--- config.mk ---
export PLATFORM = sky130hd
export DESIGN_NAME = pll_factor_search
export DESIGN_NICKNAME = d
export VERILOG_FILES = /design/src/hw/rtl/pfs_pkg.sv /design/src/hw/rtl/pll_factor_search.sv
export SDC_FILE = /design/constraint.sdc
export NUM_CORES = 1
export LEC_CHECK = 0
export ABC_AREA = 1
export BUFFER_PORTS_ARGS = -buffer_cell sky130_fd_sc_hd__clkbuf_2
export CAP_MARGIN = 40
export CORE_UTILIZATION = 35
export CTS_CLUSTER_DIAMETER = 30
export CTS_CLUSTER_SIZE = 8
export DETAILED_ROUTE_END_ITERATION = 12
export PLACE_DENSITY = 0.56
export SLEW_MARGIN = 20
export SYNTH_ARGS = -nofsm -noshare
export SYNTH_HDL_FRONTEND = slang
export SYNTH_SLANG_ARGS = --single-unit
--- constraint.sdc ---
create_clock -name aclk -period 11.5 [get_ports aclk]
set_input_delay 1.15 -clock aclk [delete_from_list [all_inputs] [get_ports aclk]]
set_output_delay 1.15 -clock aclk [all_outputs]
set_load 0.01 [all_outputs]
--- src/hw/rtl/pfs_pkg.sv ---
// ----------------------------------------------------------------------------
// pfs_pkg: shared types and constants for the PLL factor search
// Holds the sequencer state encoding, register and source codes, clock range
// limits and the fixed reciprocal used for the divide-by-three step.
// ----------------------------------------------------------------------------
`default_nettype none

package pfs_pkg;

    // Width of one configuration register (reference frequency in Hz).
    localparam int unsigned REG_W = 27;

    // Configuration register indexes.
    localparam logic [1:0] REG_MSI = 2'd0;
    localparam logic [1:0] REG_HSI = 2'd1;
    localparam logic [1:0] REG_HSE = 2'd2;

    // Reference source codes on the input item.
    localparam logic [1:0] SRC_MSI = 2'd0;
    localparam logic [1:0] SRC_HSI = 2'd1;
    localparam logic [1:0] SRC_HSE = 2'd2;

    // Register values after reset.
    localparam logic [REG_W-1:0] MSI_RESET_HZ = 27'd4000000;
    localparam logic [REG_W-1:0] HSI_RESET_HZ = 27'd16000000;
    localparam logic [REG_W-1:0] HSE_RESET_HZ = 27'd8000000;

    // PLL input window, output window and loop bounds.
    localparam logic [REG_W-1:0] VCO_IN_MIN  = 27'd1000000;
    localparam logic [REG_W-1:0] VCO_IN_MAX  = 27'd2000000;
    localparam logic [28:0]      VCO_OUT_MIN = 29'd64000000;
    localparam logic [28:0]      VCO_OUT_MAX = 29'd432000000;
    localparam logic [3:0]       M_MAX       = 4'd8;
    localparam logic [6:0]       N_MIN       = 7'd8;
    localparam logic [6:0]       N_MAX       = 7'd86;
    localparam logic [4:0]       DIV_LAST    = 5'd26;

    // Flash wait-state step in Hz.
    localparam logic [31:0] WAIT_STEP_HZ = 32'd30000000;

    // floor(x / 3) = (x * RECIP3) >> RECIP3_SHIFT, exact for x below 2^27.
    localparam logic [27:0]  RECIP3       = 28'd178956971;
    localparam int unsigned  RECIP3_SHIFT = 29;

    // Sequencer states, one-hot.
    typedef enum logic [6:0] {
        ST_IDLE    = 7'b0000001,
        ST_FLASH   = 7'b0000010,
        ST_DIV     = 7'b0000100,
        ST_M_CHECK = 7'b0001000,
        ST_N_CHECK = 7'b0010000,
        ST_P_TRY   = 7'b0100000,
        ST_DONE    = 7'b1000000
    } pfs_state_t;

endpackage : pfs_pkg

`default_nettype wire

--- src/hw/rtl/pll_factor_search.sv ---
// ----------------------------------------------------------------------------
// pll_factor_search: PLL divider and multiplier search
// Finds the pre-divider, multiplier and post-divider that give the highest
// core clock not above a requested target, with derived bus clocks and
// flash wait states.
// ----------------------------------------------------------------------------
// One item is searched at a time; s_ready is high only while the block is
// idle. For an item the block first counts the flash wait states by repeated
// subtraction of 30 MHz, then for each pre-divider value (eight values) runs
// the bit-serial divide of the reference and its window check, and, for each
// pre-divider whose PLL input lands in the 1 to 2 MHz window (at most five),
// checks the range of each multiplier value and tries the four post-dividers
// for each multiplier whose VCO is in range. The result is held on the m_
// ports until it is taken, and the next item can be accepted in the cycle
// after that. Reference frequencies are to be written through the cfg_ port
// only while the block is idle; the block itself does not enforce this. An
// index of three is ignored.
`default_nettype none

module pll_factor_search (
    input  wire logic                      aclk,
    input  wire logic                      aresetn,
    // Configuration write port
    input  wire logic                      cfg_wr_en,
    input  wire logic [1:0]                cfg_index,
    input  wire logic [pfs_pkg::REG_W-1:0] cfg_wr_data,
    // Input items
    input  wire logic                      s_valid,
    output logic                           s_ready,
    input  wire logic [31:0]               s_target_hz,
    input  wire logic [1:0]                s_source_select,
    // Result items
    output logic                           m_valid,
    input  wire logic                      m_ready,
    output logic [3:0]                     m_pre_divider,
    output logic [6:0]                     m_vco_multiplier,
    output logic [3:0]                     m_post_divider,
    output logic [27:0]                    m_core_hz,
    output logic [25:0]                    m_apb1_hz,
    output logic [26:0]                    m_apb2_hz,
    output logic                           m_exact_match,
    output logic [2:0]                     m_flash_wait_states
);
    import pfs_pkg::*;

    // Control and configuration registers
    pfs_state_t       state_reg, state_next;
    logic             m_valid_reg, m_valid_next;
    logic [REG_W-1:0] msi_reg, hsi_reg, hse_reg;

    // Datapath registers
    logic [31:0]      target_reg, target_next;
    logic [REG_W-1:0] ref_reg, ref_next;
    logic [31:0]      wait_rem_reg, wait_rem_next;
    logic [2:0]       wait_cnt_reg, wait_cnt_next;
    logic [REG_W-1:0] dq_reg, dq_next;
    logic [2:0]       rem_reg, rem_next;
    logic [4:0]       bit_cnt_reg, bit_cnt_next;
    logic [3:0]       m_reg, m_next;
    logic [6:0]       n_reg, n_next;
    logic [1:0]       p_idx_reg, p_idx_next;
    logic [20:0]      vin_reg, vin_next;
    logic [27:0]      vco_reg, vco_next;
    logic [26:0]      div6_reg, div6_next;
    logic [3:0]       best_m_reg, best_m_next;
    logic [6:0]       best_n_reg, best_n_next;
    logic [3:0]       best_p_reg, best_p_next;
    logic [27:0]      best_core_reg, best_core_next;

    // Combinational helpers
    logic [REG_W-1:0] sel_ref;
    logic [3:0]       div_trial;
    logic             div_take;
    logic [54:0]      div3_prod;
    logic [26:0]      core_cand;
    logic [28:0]      vco_ext;
    logic             go_next_n;
    logic             go_next_m;

    // Reference chosen by the incoming item; unused code gives 0 Hz.
    always_comb begin
        case (s_source_select)
            SRC_MSI: sel_ref = msi_reg;
            SRC_HSI: sel_ref = hsi_reg;
            SRC_HSE: sel_ref = hse_reg;
            default: sel_ref = '0;
        endcase
    end

    // One restoring step of the shared reference divider.
    assign div_trial = {rem_reg, dq_reg[REG_W-1]};
    assign div_take  = (div_trial >= m_reg);

    // VCO/6 as (VCO/2)/3 through the fixed reciprocal.
    assign div3_prod = 55'(vco_reg[27:1]) * 55'(RECIP3);
    assign vco_ext   = {1'b0, vco_reg};

    // Core frequency for the post-divider under test.
    always_comb begin
        case (p_idx_reg)
            2'd0:    core_cand = vco_reg[27:1];
            2'd1:    core_cand = {1'b0, vco_reg[27:2]};
            2'd2:    core_cand = div6_reg;
            default: core_cand = {2'b00, vco_reg[27:3]};
        endcase
    end

    // Sequencer: next-state and datapath updates.
    always_comb begin
        state_next     = state_reg;
        m_valid_next   = m_valid_reg;
        target_next    = target_reg;
        ref_next       = ref_reg;
        wait_rem_next  = wait_rem_reg;
        wait_cnt_next  = wait_cnt_reg;
        dq_next        = dq_reg;
        rem_next       = rem_reg;
        bit_cnt_next   = bit_cnt_reg;
        m_next         = m_reg;
        n_next         = n_reg;
        p_idx_next     = p_idx_reg;
        vin_next       = vin_reg;
        vco_next       = vco_reg;
        div6_next      = div6_reg;
        best_m_next    = best_m_reg;
        best_n_next    = best_n_reg;
        best_p_next    = best_p_reg;
        best_core_next = best_core_reg;
        go_next_n      = 1'b0;
        go_next_m      = 1'b0;
        s_ready        = 1'b0;

        case (state_reg)
            ST_IDLE: begin
                s_ready = 1'b1;
                if (s_valid) begin
                    target_next    = s_target_hz;
                    ref_next       = sel_ref;
                    wait_rem_next  = s_target_hz;
                    wait_cnt_next  = '0;
                    best_m_next    = '0;
                    best_n_next    = '0;
                    best_p_next    = '0;
                    best_core_next = '0;
                    state_next     = ST_FLASH;
                end
            end
            ST_FLASH: begin
                // Count 30 MHz steps; only the low three bits are kept.
                if (wait_rem_reg >= WAIT_STEP_HZ) begin
                    wait_rem_next = wait_rem_reg - WAIT_STEP_HZ;
                    wait_cnt_next = wait_cnt_reg + 3'd1;
                end else begin
                    m_next       = 4'd1;
                    dq_next      = ref_reg;
                    rem_next     = '0;
                    bit_cnt_next = '0;
                    state_next   = ST_DIV;
                end
            end
            ST_DIV: begin
                dq_next  = {dq_reg[REG_W-2:0], div_take};
                rem_next = div_take ? 3'(div_trial - m_reg) : div_trial[2:0];
                if (bit_cnt_reg == DIV_LAST) begin
                    state_next = ST_M_CHECK;
                end else begin
                    bit_cnt_next = bit_cnt_reg + 5'd1;
                end
            end
            ST_M_CHECK: begin
                // Keep this pre-divider only if the PLL input is in range.
                if (dq_reg >= VCO_IN_MIN && dq_reg <= VCO_IN_MAX) begin
                    vin_next   = dq_reg[20:0];
                    n_next     = N_MIN;
                    vco_next   = {4'b0000, dq_reg[20:0], 3'b000};
                    state_next = ST_N_CHECK;
                end else begin
                    go_next_m = 1'b1;
                end
            end
            ST_N_CHECK: begin
                if (vco_ext >= VCO_OUT_MIN && vco_ext <= VCO_OUT_MAX) begin
                    div6_next  = {1'b0, div3_prod[RECIP3_SHIFT+25:RECIP3_SHIFT]};
                    p_idx_next = '0;
                    state_next = ST_P_TRY;
                end else begin
                    go_next_n = 1'b1;
                end
            end
            ST_P_TRY: begin
                // Strictly higher wins, so the first setting keeps a tie.
                if ({5'b0, core_cand} <= target_reg &&
                    {1'b0, core_cand} > best_core_reg) begin
                    best_core_next = {1'b0, core_cand};
                    best_m_next    = m_reg;
                    best_n_next    = n_reg;
                    best_p_next    = {({1'b0, p_idx_reg} + 3'd1), 1'b0};
                end
                if (p_idx_reg == 2'd3) begin
                    go_next_n = 1'b1;
                end else begin
                    p_idx_next = p_idx_reg + 2'd1;
                end
            end
            ST_DONE: begin
                if (m_ready) begin
                    m_valid_next = 1'b0;
                    state_next   = ST_IDLE;
                end
            end
            default: begin
                state_next   = ST_IDLE;
                m_valid_next = 1'b0;
            end
        endcase

        // Advance the multiplier; the VCO grows by one PLL input step.
        if (go_next_n) begin
            if (n_reg == N_MAX) begin
                go_next_m = 1'b1;
            end else begin
                n_next     = n_reg + 7'd1;
                vco_next   = vco_reg + {7'b0, vin_reg};
                state_next = ST_N_CHECK;
            end
        end

        // Advance the pre-divider and restart the reference divide.
        if (go_next_m) begin
            if (m_reg == M_MAX) begin
                m_valid_next = 1'b1;
                state_next   = ST_DONE;
            end else begin
                m_next       = m_reg + 4'd1;
                dq_next      = ref_reg;
                rem_next     = '0;
                bit_cnt_next = '0;
                state_next   = ST_DIV;
            end
        end
    end

    // Control state and configuration registers.
    always_ff @(posedge aclk) begin
        if (!aresetn) begin
            state_reg   <= ST_IDLE;
            m_valid_reg <= 1'b0;
            msi_reg     <= MSI_RESET_HZ;
            hsi_reg     <= HSI_RESET_HZ;
            hse_reg     <= HSE_RESET_HZ;
        end else begin
            state_reg   <= state_next;
            m_valid_reg <= m_valid_next;
            if (cfg_wr_en) begin
                case (cfg_index)
                    REG_MSI: msi_reg <= cfg_wr_data;
                    REG_HSI: hsi_reg <= cfg_wr_data;
                    REG_HSE: hse_reg <= cfg_wr_data;
                    default: ;
                endcase
            end
        end
    end

    // Datapath registers.
    always_ff @(posedge aclk) begin
        target_reg    <= target_next;
        ref_reg       <= ref_next;
        wait_rem_reg  <= wait_rem_next;
        wait_cnt_reg  <= wait_cnt_next;
        dq_reg        <= dq_next;
        rem_reg       <= rem_next;
        bit_cnt_reg   <= bit_cnt_next;
        m_reg         <= m_next;
        n_reg         <= n_next;
        p_idx_reg     <= p_idx_next;
        vin_reg       <= vin_next;
        vco_reg       <= vco_next;
        div6_reg      <= div6_next;
        best_m_reg    <= best_m_next;
        best_n_reg    <= best_n_next;
        best_p_reg    <= best_p_next;
        best_core_reg <= best_core_next;
    end

    // Result item.
    assign m_valid             = m_valid_reg;
    assign m_pre_divider       = best_m_reg;
    assign m_vco_multiplier    = best_n_reg;
    assign m_post_divider      = best_p_reg;
    assign m_core_hz           = best_core_reg;
    assign m_apb1_hz           = best_core_reg[27:2];
    assign m_apb2_hz           = best_core_reg[27:1];
    assign m_exact_match       = (best_core_reg != '0) &&
                                 ({4'b0000, best_core_reg} == target_reg);
    assign m_flash_wait_states = wait_cnt_reg;

    // The block never takes an item while a result is pending.
    a_no_accept_with_result: assert property (
        @(posedge aclk) disable iff (!aresetn) m_valid |-> !s_ready
    ) else $error("input accepted while a result is pending");

    // An accepted item starts a search that blocks the input.
    a_busy_after_accept: assert property (
        @(posedge aclk) disable iff (!aresetn) (s_valid && s_ready) |=> !s_ready
    ) else $error("input ready right after an accept");

    // A nonzero result carries a complete PLL setting.
    a_setting_complete: assert property (
        @(posedge aclk) disable iff (!aresetn)
        (m_valid && m_core_hz != '0) |->
            (m_pre_divider != '0 && m_vco_multiplier >= N_MIN && m_post_divider != '0)
    ) else $error("nonzero core frequency without a full setting");

    // The chosen core frequency never exceeds the target.
    a_core_below_target: assert property (
        @(posedge aclk) disable iff (!aresetn)
        m_valid |-> ({4'b0000, m_core_hz} <= target_reg)
    ) else $error("core frequency above target");

endmodule : pll_factor_search

`default_nettype wire
== Yosys cells after proc, flatten, opt, wreduce, memory -nomap -nowiden ==
Index checks and enable logic that the tools add are counted.
Operators by class
  add/subtract/negate cells: 9
  $mul: 1
  divide/modulo/power cells: 0
  order comparisons: 8
  eq/ne operators: 23
  shift-type cells: 0
  multiplexer cells: 71
  bitwise logic cells: 0
  reduce and logical (&&, ||, !) cells: 21
Operator list (number)
  2-to-1 mux 28 bit: 6
  case mux 27 bit (3 select lines): 2
  2-to-1 mux 7 bit: 16
  2-to-1 mux 27 bit: 3
  2-to-1 mux 32 bit: 2
  case mux 32 bit (2 select lines): 1
  case mux 28 bit (2 select lines): 1
  multiplier 27 x 28 -> 55 bit (second input constant): 1
  case mux 27 bit (2 select lines): 1
  case mux 7 bit (7 select lines): 1
  equality test 28 x 32 -> 1 bit: 1
  >= comparator 32 x 25 -> 1 bit (second input constant): 1
  less-or-equal comparator 27 x 32 -> 1 bit: 1
  subtractor 32 x 25 -> 32 bit (second input constant): 1
  less-or-equal comparator 28 x 29 -> 1 bit (second input constant): 1
  adder 28 x 21 -> 28 bit: 1
  >= comparator 28 x 26 -> 1 bit (second input constant): 1
  > comparator 27 x 28 -> 1 bit: 1
  2-to-1 mux 4 bit: 7
  nonzero test 28 bit: 1
  >= comparator 27 x 20 -> 1 bit (second input constant): 1
  less-or-equal comparator 27 x 21 -> 1 bit (second input constant): 1
  2-to-1 mux 5 bit: 4
  2-to-1 mux 3 bit: 6
  34 further kinds: 71
Word-level totals
  flip-flop bits (word level): 349
  bits in latches: 0
  memory bits (writable): 0
  memory bits (read-only): 0
  input port bits: 68
  output and inout port bits: 102
  logic and storage cells: 155
  memories kept: 0

== Depth between registers and ports, before layout ==
Gate-level depths: netlist of run 1.
  word-level depth: 7
  depth in mapped cells: 26
  depth with buffers taken out: 26

== Least setup slack after synthesis of run 1 ==
OpenSTA, ideal clock, no wires.
  kind: flip-flop to flip-flop
  start: reg vco_reg[25]
  end: reg div6_reg[22] (data pin)
  setup time: 0.253 ns
  data arrival time: 5.628 ns
  data required time: 11.247 ns
  setup slack: 5.619 ns
  stages on the path, launching flop included: 23
  path buffers: 0
  clock period less this slack: 5.881 ns
  cell sequence: dfxtp_1 -> ha_1 -> inv_1 -> fa_1 -> inv_1 -> fa_1 -> inv_1 -> fa_1 -> inv_1 -> fa_1 -> fa_1 -> inv_1 -> fa_1 -> inv_1 -> ha_1 -> a21oi_1 -> a21boi_0 -> o21ai_0 -> o21bai_1 -> nand2_1 -> nand3_1 -> nand2_1 -> nand2_1
On the way
  longest elaborated chain between the ends: 1
RTL lines
  start, declared: line pll_factor_search.sv:63  | logic [27:0] vco_reg, vco_next;
  start signal, assigned: line pll_factor_search.sv:278  | vco_reg <= vco_next;
  multiplier 27 x 28 -> 55 bit: line pll_factor_search.sv:95  | assign div3_prod = 55'(vco_reg[27:1]) * 55'(RECIP3);
  named net div3_prod[51]: line pll_factor_search.sv:74  | logic [54:0] div3_prod;
  end signal, assigned: line pll_factor_search.sv:279  | div6_reg <= div6_next;
  end, declared: line pll_factor_search.sv:64  | logic [26:0] div6_reg, div6_next;
The timed path passes the listed nets, and every way through them passes these cells.
A chain may end at the register's enable or synchronous reset.

== Worst setup path after layout of run 1 ==
  start: reg vco_reg[25]
  end: reg div6_reg[23] (data pin)
The elaborated chain is that of the path after synthesis.

==> insert_results.sql, run 1 <==
INSERT INTO impl_metrics (metric_group, metric, value, unit) VALUES
('yosys', 'synthesis.area', '28800', 'um2'),
('detailed_routing', 'antenna_left', '0', ''),
('cells_and_area', 'mostFrequentLayoutCells', 'sky130_fd_sc_hd__nand2_1, sky130_fd_sc_hd__inv_1, sky130_fd_sc_hd__nor2_1', ''),
('place', 'dp_hpwl', '73700', 'um'),
('timing', 'relSlewSlack', '39.3', '%'),
('detailed_routing', 'drt_iter0_markers', '1607', ''),
('floorplanning', 'die_y', '289', 'um'),
('cells_and_area', 'n_antenna_cell', '0', ''),
('yosys', 'synthesis.yosys.warnings', '0', ''),
('cells_and_area', 'share_of_layout_cells_above_drive_strength_1', '9.63', '%'),
('worst_setup_path', 'crit_path_kind', 'reg2reg', ''),
('yosys', 'synth_flop_cell', 'sky130_fd_sc_hd__edfxtp_1', ''),
('global_routing', 'groute.layer.met3.usage', '4.32', '%'),
('cells_and_area', 'final_nets', '4328', ''),
('clock_network', 'clk-insertion-delay-late', '660', 'ps'),
('clock_network', 'post_cts_resize_count', '0', ''),
('worst_setup_path', 'signal_arrival_time_at_the_worst_endpoint', '7170', 'ps'),
('place', 'place.detailed.instances', '4718', ''),
('clock_network', 'cts.clk_slew.worst_paths', '50', 'ps'),
('global_routing', 'number_of_antenna_violations_at_the_first_check_in_global_routing', '0', ''),
('worst_setup_path', 'path_cells', 'ha_1 > inv_1 > fa_1 > inv_1 > fa_1 > inv_1 > fa_1 > inv_1 > fa_1 > fa_1 > inv_1 > fa_1 > inv_1 > ha_1 > nand2_1 > inv_1 > a21oi_1 > o21ai_0 > o21bai_1 > nand3_1 > nand3_1 > nand2_1 > nand2_1', ''),
('floorplanning', 'floorplan.io_pins', '170', ''),
('yosys', 'synth.largest_area_cell', 'sky130_fd_sc_hd__edfxtp_1', ''),
('outcome', 'status', 'completed', ''),
('floorplanning', 'initial_utilization', '35.6', '%'),
('worst_setup_path', 'timing.reg2reg.setup_slack', '4710', 'ps'),
('timing', 'postLayoutSetupSlackWorst', '4710', 'ps'),
('global_routing', 'first_pass_grt_wire_length', '139000', 'um'),
('cells_and_area', 'final-instance-count-excl-fill', '4892', ''),
('worst_setup_path', 'rr_startpoint', 'vco_reg[25]', ''),
('floorplanning', 'die_w', '289', 'um'),
('worst_setup_path', 'cp_max_stage_delay', '600', 'ps'),
('detailed_routing', 'final_wirelength', '90800', 'um'),
('timing', 'finalSetupViolations', '0', ''),
('power', 'cellPowerDensity', '130', 'nW/um2'),
('hold_path', 'hold_start', 'ref_reg[5]', ''),
('worst_setup_path', 'cp_data_required_time', '11880', 'ps'),
('place', 'post_dp_cell_area', '30400', 'um2'),
('timing', 'rsz0062_at_grt', 'no', ''),
('cells_and_area', 'area_delta_synth_final', '16.7', '%'),
('worst_setup_path', 'critPathMostFrequentCell', 'sky130_fd_sc_hd__inv_1', ''),
('floorplanning', 'core_area', '80900', 'um2'),
('global_routing', 'groute.layer.met2.usage', '35.1', '%'),
('yosys', 'seq_area_frac_synth', '29.8', '%'),
('clock_network', 'clock_tree.htree_level_count', '3', ''),
('worst_setup_path', 'crit_fanout', '10', ''),
('worst_setup_path', 'endpoint', 'div6_reg[23]', ''),
('worst_setup_path', 'cp.depth', '23', ''),
('global_routing', 'first_global_vias', '24000', ''),
('yosys', 'ys_types', '52', ''),
('cells_and_area', 'number_of_flip_flops_in_the_largest_register', '32', ''),
('timing', 'worst_slew_pin_slew', '911', 'ps'),
('cells_and_area', 'final_common_cell', 'sky130_fd_sc_hd__nand2_1', ''),
('clock_network', 'cts_buffers', '94', ''),
('yosys', 'syn-instance-count', '3598', ''),
('clock_network', 'cts_post_setup_buffers_inserted', '0', ''),
('yosys', 'synth.top_cells.by_area', 'sky130_fd_sc_hd__edfxtp_1, sky130_fd_sc_hd__fa_1, sky130_fd_sc_hd__ha_1', ''),
('timing', 'final_period_minus_worst_setup_slack', '6790', 'ps'),
('place', 'globalplace.congestion', '1.01', ''),
('yosys', 'synth_edf_count', '178', ''),
('yosys', 'postSynthAreaPerCell', '8.01', 'um2'),
('timing', 'hold_violations', '0', ''),
('timing', 'tns', '0', 'ps'),
('floorplanning', 'fp-row-count', '104', ''),
('job', 'max_cap_viols', '0', ''),
('detailed_routing', 'vias_per_instance', '4.99', ''),
('timing', 'finalClockSkew', '45.1', 'ps'),
('global_routing', 'grt_overflow', '0', ''),
('yosys', 'ys_ff_latch', '340', ''),
('worst_setup_path', 'critical_path_buf_inv_count', '7', ''),
('timing', 'slew_violations', '0', '');
[worst min-delay path by stage]
stage	end	slack, ps	cells past startpoint
4_1_cts	dq_reg[5]	430	2
3_5_place_dp	dq_reg[5]	420	2
2_1_floorplan	vin_reg[16]	400	0
5_1_grt	dq_reg[11]	450	2
3_3_place_gp	dq_reg[3]	410	2
6_report	dq_reg[5]	430	2
[final cells by class]
type                       instances  area (um2)
fill                            8291       47300
multi-input combinational       2441       16900
sequential                       340        8590
inverter                         690        2590
clock buffer                     114        2500
tap                             1060        1330
timing repair buffer             187        1020
clock inverter                    60         692
[worst register-to-register path, cell delays in order (launching register included)]
cell and delay [ps]:
sky130_fd_sc_hd__dfxtp_1 570, sky130_fd_sc_hd__ha_1 250, sky130_fd_sc_hd__inv_1 80, sky130_fd_sc_hd__fa_1 500
sky130_fd_sc_hd__inv_1 90, sky130_fd_sc_hd__fa_1 590, sky130_fd_sc_hd__inv_1 140, sky130_fd_sc_hd__fa_1 600
sky130_fd_sc_hd__inv_1 210, sky130_fd_sc_hd__fa_1 560, sky130_fd_sc_hd__fa_1 570, sky130_fd_sc_hd__inv_1 60
sky130_fd_sc_hd__fa_1 530, sky130_fd_sc_hd__inv_1 60, sky130_fd_sc_hd__ha_1 390, sky130_fd_sc_hd__nand2_1 170
sky130_fd_sc_hd__inv_1 50, sky130_fd_sc_hd__a21oi_1 270, sky130_fd_sc_hd__o21ai_0 270, sky130_fd_sc_hd__o21bai_1 260
sky130_fd_sc_hd__nand3_1 120, sky130_fd_sc_hd__nand3_1 80, sky130_fd_sc_hd__nand2_1 70, sky130_fd_sc_hd__nand2_1 40
[kinds of logic (layout without fill, tap and decap cells)]
family / count (synthesis) / in the layout / share of synthesized area (%)
buffers and inverters: 820 / 1051 / 11.6
other: 1 / 4 / 0.0130
AOI/OAI and AO/OA: 523 / 523 / 10.2
and+or+nand+nor: 1358 / 1358 / 19.8
xor gates and xnor gates: 50 / 50 / 1.52
adders and majority gates: 506 / 506 / 27.2
DFF: 340 / 340 / 29.8
[cell usage after synthesis, types with 19 or more instances]
| master | count |
|---|---|
| sky130_fd_sc_hd__nand2_1 | 717 |
| sky130_fd_sc_hd__inv_1 | 680 |
| sky130_fd_sc_hd__nor2_1 | 350 |
| sky130_fd_sc_hd__ha_1 | 307 |
| sky130_fd_sc_hd__o21ai_0 | 207 |
| sky130_fd_sc_hd__fa_1 | 199 |
| sky130_fd_sc_hd__edfxtp_1 | 178 |
| sky130_fd_sc_hd__a21oi_1 | 165 |
| sky130_fd_sc_hd__dfxtp_1 | 162 |
| sky130_fd_sc_hd__nand3_1 | 159 |
| sky130_fd_sc_hd__buf_4 | 59 |
| sky130_fd_sc_hd__clkbuf_1 | 55 |
| sky130_fd_sc_hd__o22ai_1 | 48 |
| sky130_fd_sc_hd__o211ai_1 | 43 |
| sky130_fd_sc_hd__nand4_1 | 42 |
| sky130_fd_sc_hd__nor3_1 | 32 |
| sky130_fd_sc_hd__xor2_1 | 31 |
| sky130_fd_sc_hd__nor4_1 | 19 |
| sky130_fd_sc_hd__xnor2_1 | 19 |
[stage by stage]
stage | total power [uW] | util, % | hold WS [ps]
5_1_grt | 4520 | 41.6 | 452
3_3_place_gp | 1780 | 37.5 | 414
2_1_floorplan | 1680 | - | 403
3_5_place_dp | 1790 | 37.6 | 419
6_report | 4360 | 41.6 | 427
4_1_cts | 4400 | 41.6 | 430
[layer usage]
metal | up-vias | share of wire [%]
met5 | - | 0
li1 | 11900 | -
met1 | 11700 | 45
met3 | 138 | 6.4
met4 | 0 | 3.3
met2 | 711 | 46
[power by group]
| group | total [uW] | switching [uW] | internal, uW |
|---|---|---|---|
| Sequential | 1440 | 68.2 | 1370 |
| Combinational | 327 | 212 | 115 |
| Clock | 2590 | 828 | 1760 |
Power figures use the tool's default switching activity.
==> run 2, diff against run 1 <==
Clock period 11.5 ns to 6.25 ns, I/O delays scaled along.
==> insert_results.sql, run 2 (synthesis results as in run 1) <==
INSERT INTO impl_metrics (metric_group, metric, value, unit) VALUES
('hold_path', 'hold_path.class', 'in2reg', ''),
('clock_network', 'clock_tree.htree_level_count', '3', ''),
('worst_setup_path', 'rr_startpoint', 'vco_reg[13]', ''),
('power', 'cellPowerDensity', '237', 'nW/um2'),
('floorplanning', 'initial_utilization', '35.6', '%'),
('detailed_routing', 'drt_iter0_markers', '1558', ''),
('detailed_routing', 'wl_per_cell', '18.1', 'um'),
('detailed_routing', 'dr_total_vias', '24700', ''),
('worst_setup_path', 'r2r_end', 'div6_reg[9]', ''),
('worst_setup_path', 'cp_data_required_time', '6610', 'ps'),
('cells_and_area', 'final-seq-area', '8590', 'um2'),
('power', 'peakVddDrop', '0.000241', 'V'),
('clock_network', 'cts_buffer_depth', '3', ''),
('global_routing', 'grtUsageTotal', '21.6', '%'),
('clock_network', 'cts_root_buffer', 'sky130_fd_sc_hd__clkbuf_16', ''),
('worst_setup_path', 'origin_of_the_worst_setup_path', 'vco_reg[13]', ''),
('detailed_routing', 'antenna_left', '0', ''),
('worst_setup_path', 'signal_arrival_time_at_the_worst_endpoint', '6440', 'ps'),
('floorplanning', 'die_y', '289', 'um'),
('timing', 'rsz0062_at_grt', 'yes', ''),
('clock_network', 'cts.clk_slew.worst_paths', '40', 'ps'),
('floorplanning', 'die_w', '289', 'um'),
('worst_setup_path', 'critPathCaptureType', 'flip-flop', ''),
('power', 'power.leakage', '0.0167', 'uW'),
('detailed_routing', 'remaining_drc_errors', '0', ''),
('cells_and_area', 'area_delta_synth_final', '20.3', '%'),
('place', 'globalplace.congestion', '1.02', ''),
('timing', 'finalCritPeriodShare', '97.3', '%'),
('cells_and_area', 'num-fill-cells', '8195', ''),
('clock_network', 'total_of_hold_buffers_inserted_after_clock_tree_synthesis', '0', ''),
('timing', 'worst_slew_pin_slew', '809', 'ps'),
('clock_network', 'clock_sinks', '340', ''),
('floorplanning', 'fp-row-count', '104', ''),
('cells_and_area', 'final_nets', '4417', ''),
('global_routing', 'first_global_vias', '23700', ''),
('place', 'io_buffer_count', '165', ''),
('worst_setup_path', 'timing.reg2reg.setup_slack', '170', 'ps'),
('timing', 'relSlewSlack', '46.1', '%'),
('clock_network', 'clk-insertion-delay-late', '660', 'ps'),
('timing', 'finalSetupViolations', '0', ''),
('cells_and_area', 'postLayoutCellArea', '34700', 'um2'),
('global_routing', 'number_of_antenna_violations_at_the_first_check_in_global_routing', '1', ''),
('worst_setup_path', 'worstSetupStartpointType', 'flip-flop', ''),
('worst_setup_path', 'reg2reg_depth', '24', ''),
('timing', 'max_freq', '165', 'MHz'),
('worst_setup_path', 'crit_fanout', '4', ''),
('power', 'power', '8230', 'uW'),
('timing', 'final_period_minus_worst_setup_slack', '6080', 'ps'),
('cells_and_area', 'mostFrequentLayoutCells', 'sky130_fd_sc_hd__nand2_1, sky130_fd_sc_hd__inv_1, sky130_fd_sc_hd__nor2_1', ''),
('detailed_routing', 'dr.pass1.iters', '5', ''),
('timing', 'finalClockSkew', '67.6', 'ps'),
('floorplanning', 'core_area', '80900', 'um2'),
('timing', 'slew_violations', '0', ''),
('global_routing', 'pin_count_of_the_biggest_net_entering_global_routing', '86', ''),
('floorplanning', 'die_area', '83500', 'um2'),
('cells_and_area', 'multi_input_area', '17100', 'um2'),
('detailed_routing', 'final_wirelength', '90300', 'um'),
('cells_and_area', 'number_of_flip_flops_in_the_largest_register', '32', ''),
('job', 'max_cap_viols', '0', ''),
('place', 'post_dp_cell_area', '31100', 'um2'),
('worst_setup_path', 'endpoint', 'div6_reg[9]', ''),
('cells_and_area', 'share_of_layout_cells_above_drive_strength_1', '12.8', '%'),
('global_routing', 'first_pass_grt_wire_length', '137000', 'um'),
('timing', 'hold_violations', '0', ''),
('clock_network', 'tritoncts', 'built', ''),
('cells_and_area', 'n_antenna_cell', '0', ''),
('clock_network', 'cts_buffers', '93', ''),
('outcome', 'status', 'completed', ''),
('global_routing', 'grt_overflow', '0', ''),
('detailed_routing', 'vias_per_instance', '4.95', ''),
('worst_setup_path', 'crit_path_kind', 'reg2reg', ''),
('floorplanning', 'floorplan.io_pins', '170', ''),
('cells_and_area', 'final_common_cell', 'sky130_fd_sc_hd__nand2_1', ''),
('place', 'dp_hpwl', '72800', 'um');
-- run 2: cell types whose count changed in the layout (fill, tap and decap cells not counted), sizes merged --
cell,change
buf,+90
bufinv,+5
clkbuf,-1
clkinv,-1
inv,-3
-- run 2: report_power, final --
part	total, uW	switching (uW)	internal, uW
clock network	4980	1550	3430
registers	2650	127	2520
logic	604	390	214
-- run 2: worst max-delay path, stage by stage, from the launching register on --
cell	delay, ps
sky130_fd_sc_hd__dfxtp_1	300
sky130_fd_sc_hd__ha_1	340
sky130_fd_sc_hd__inv_2	100
sky130_fd_sc_hd__fa_2	470
sky130_fd_sc_hd__fa_2	650
sky130_fd_sc_hd__inv_1	70
sky130_fd_sc_hd__fa_1	500
sky130_fd_sc_hd__inv_1	50
sky130_fd_sc_hd__fa_1	500
sky130_fd_sc_hd__inv_1	60
sky130_fd_sc_hd__fa_1	530
sky130_fd_sc_hd__inv_1	60
sky130_fd_sc_hd__fa_1	530
sky130_fd_sc_hd__inv_1	50
sky130_fd_sc_hd__ha_1	340
sky130_fd_sc_hd__nand2_1	110
sky130_fd_sc_hd__buf_4	170
sky130_fd_sc_hd__nor2_4	160
sky130_fd_sc_hd__nand2_1	110
sky130_fd_sc_hd__nor3_1	220
sky130_fd_sc_hd__nand2_1	90
sky130_fd_sc_hd__nand3_1	130
sky130_fd_sc_hd__nand2_1	80
sky130_fd_sc_hd__nand3_1	80
sky130_fd_sc_hd__nand2_1	60
-- run 2: worst min path at each step --
stage / start / to / slack, ps / cells past startpoint
4_1_cts: s_target_hz[5] / target_reg[5] / 130 / 1
6_report: s_target_hz[5] / target_reg[5] / 160 / 1
2_1_floorplan: dq_reg[16] / vin_reg[16] / 400 / 0
5_1_grt: s_target_hz[5] / target_reg[5] / 140 / 1
3_3_place_gp: ref_reg[8] / dq_reg[8] / 420 / 2
3_5_place_dp: ref_reg[8] / dq_reg[8] / 420 / 2
-- run 2: area by class of cell --
type / count / area share, %
multi-input cells: 2441 / 49.3
flip-flops and latches: 340 / 24.8
inverters: 690 / 7.49
clock buffers: 113 / 7.10
repair buffers: 277 / 5.00
well taps: 1060 / 3.83
clock inverters: 61 / 2.49
-- run 2: timing repair --
action / CTS / global route
pin swaps: 0 / 8
buffers inserted: 0 / 7
endpoints found under the setup margin: 1 / 26
endpoints found under the hold margin: 0 / 0
gates resized for setup: 2 / 59
cloned: 0 / 0
-- run 2: routing by layer --
metal  wire length, um  track usage [%]  vias up
li1                  -                -    12100
met2             40200             33.4      737
met3              5690             3.75      135
met4              2970             7.46        0
met1             41400             30.1    11700
met5                 0                0        -
-- run 2: metrics by stage --
stage / setup TNS, ps / utilization [%] / setup WS [ps] / std cells / hold slack (ps)
finish: 0 / 42.8 / 171 / 4982 / 163
global route: -136 / 42.8 / -50.1 / 4982 / 136
CTS: 0 / 42.5 / 1.09 / 4973 / 129
detailed placement: -48.4 / 38.4 / -48.4 / 4799 / 418
global placement: -60.4 / 38.3 / -60.4 / 4796 / 417
floorplan: 0 / - / 369 / 3601 / 403
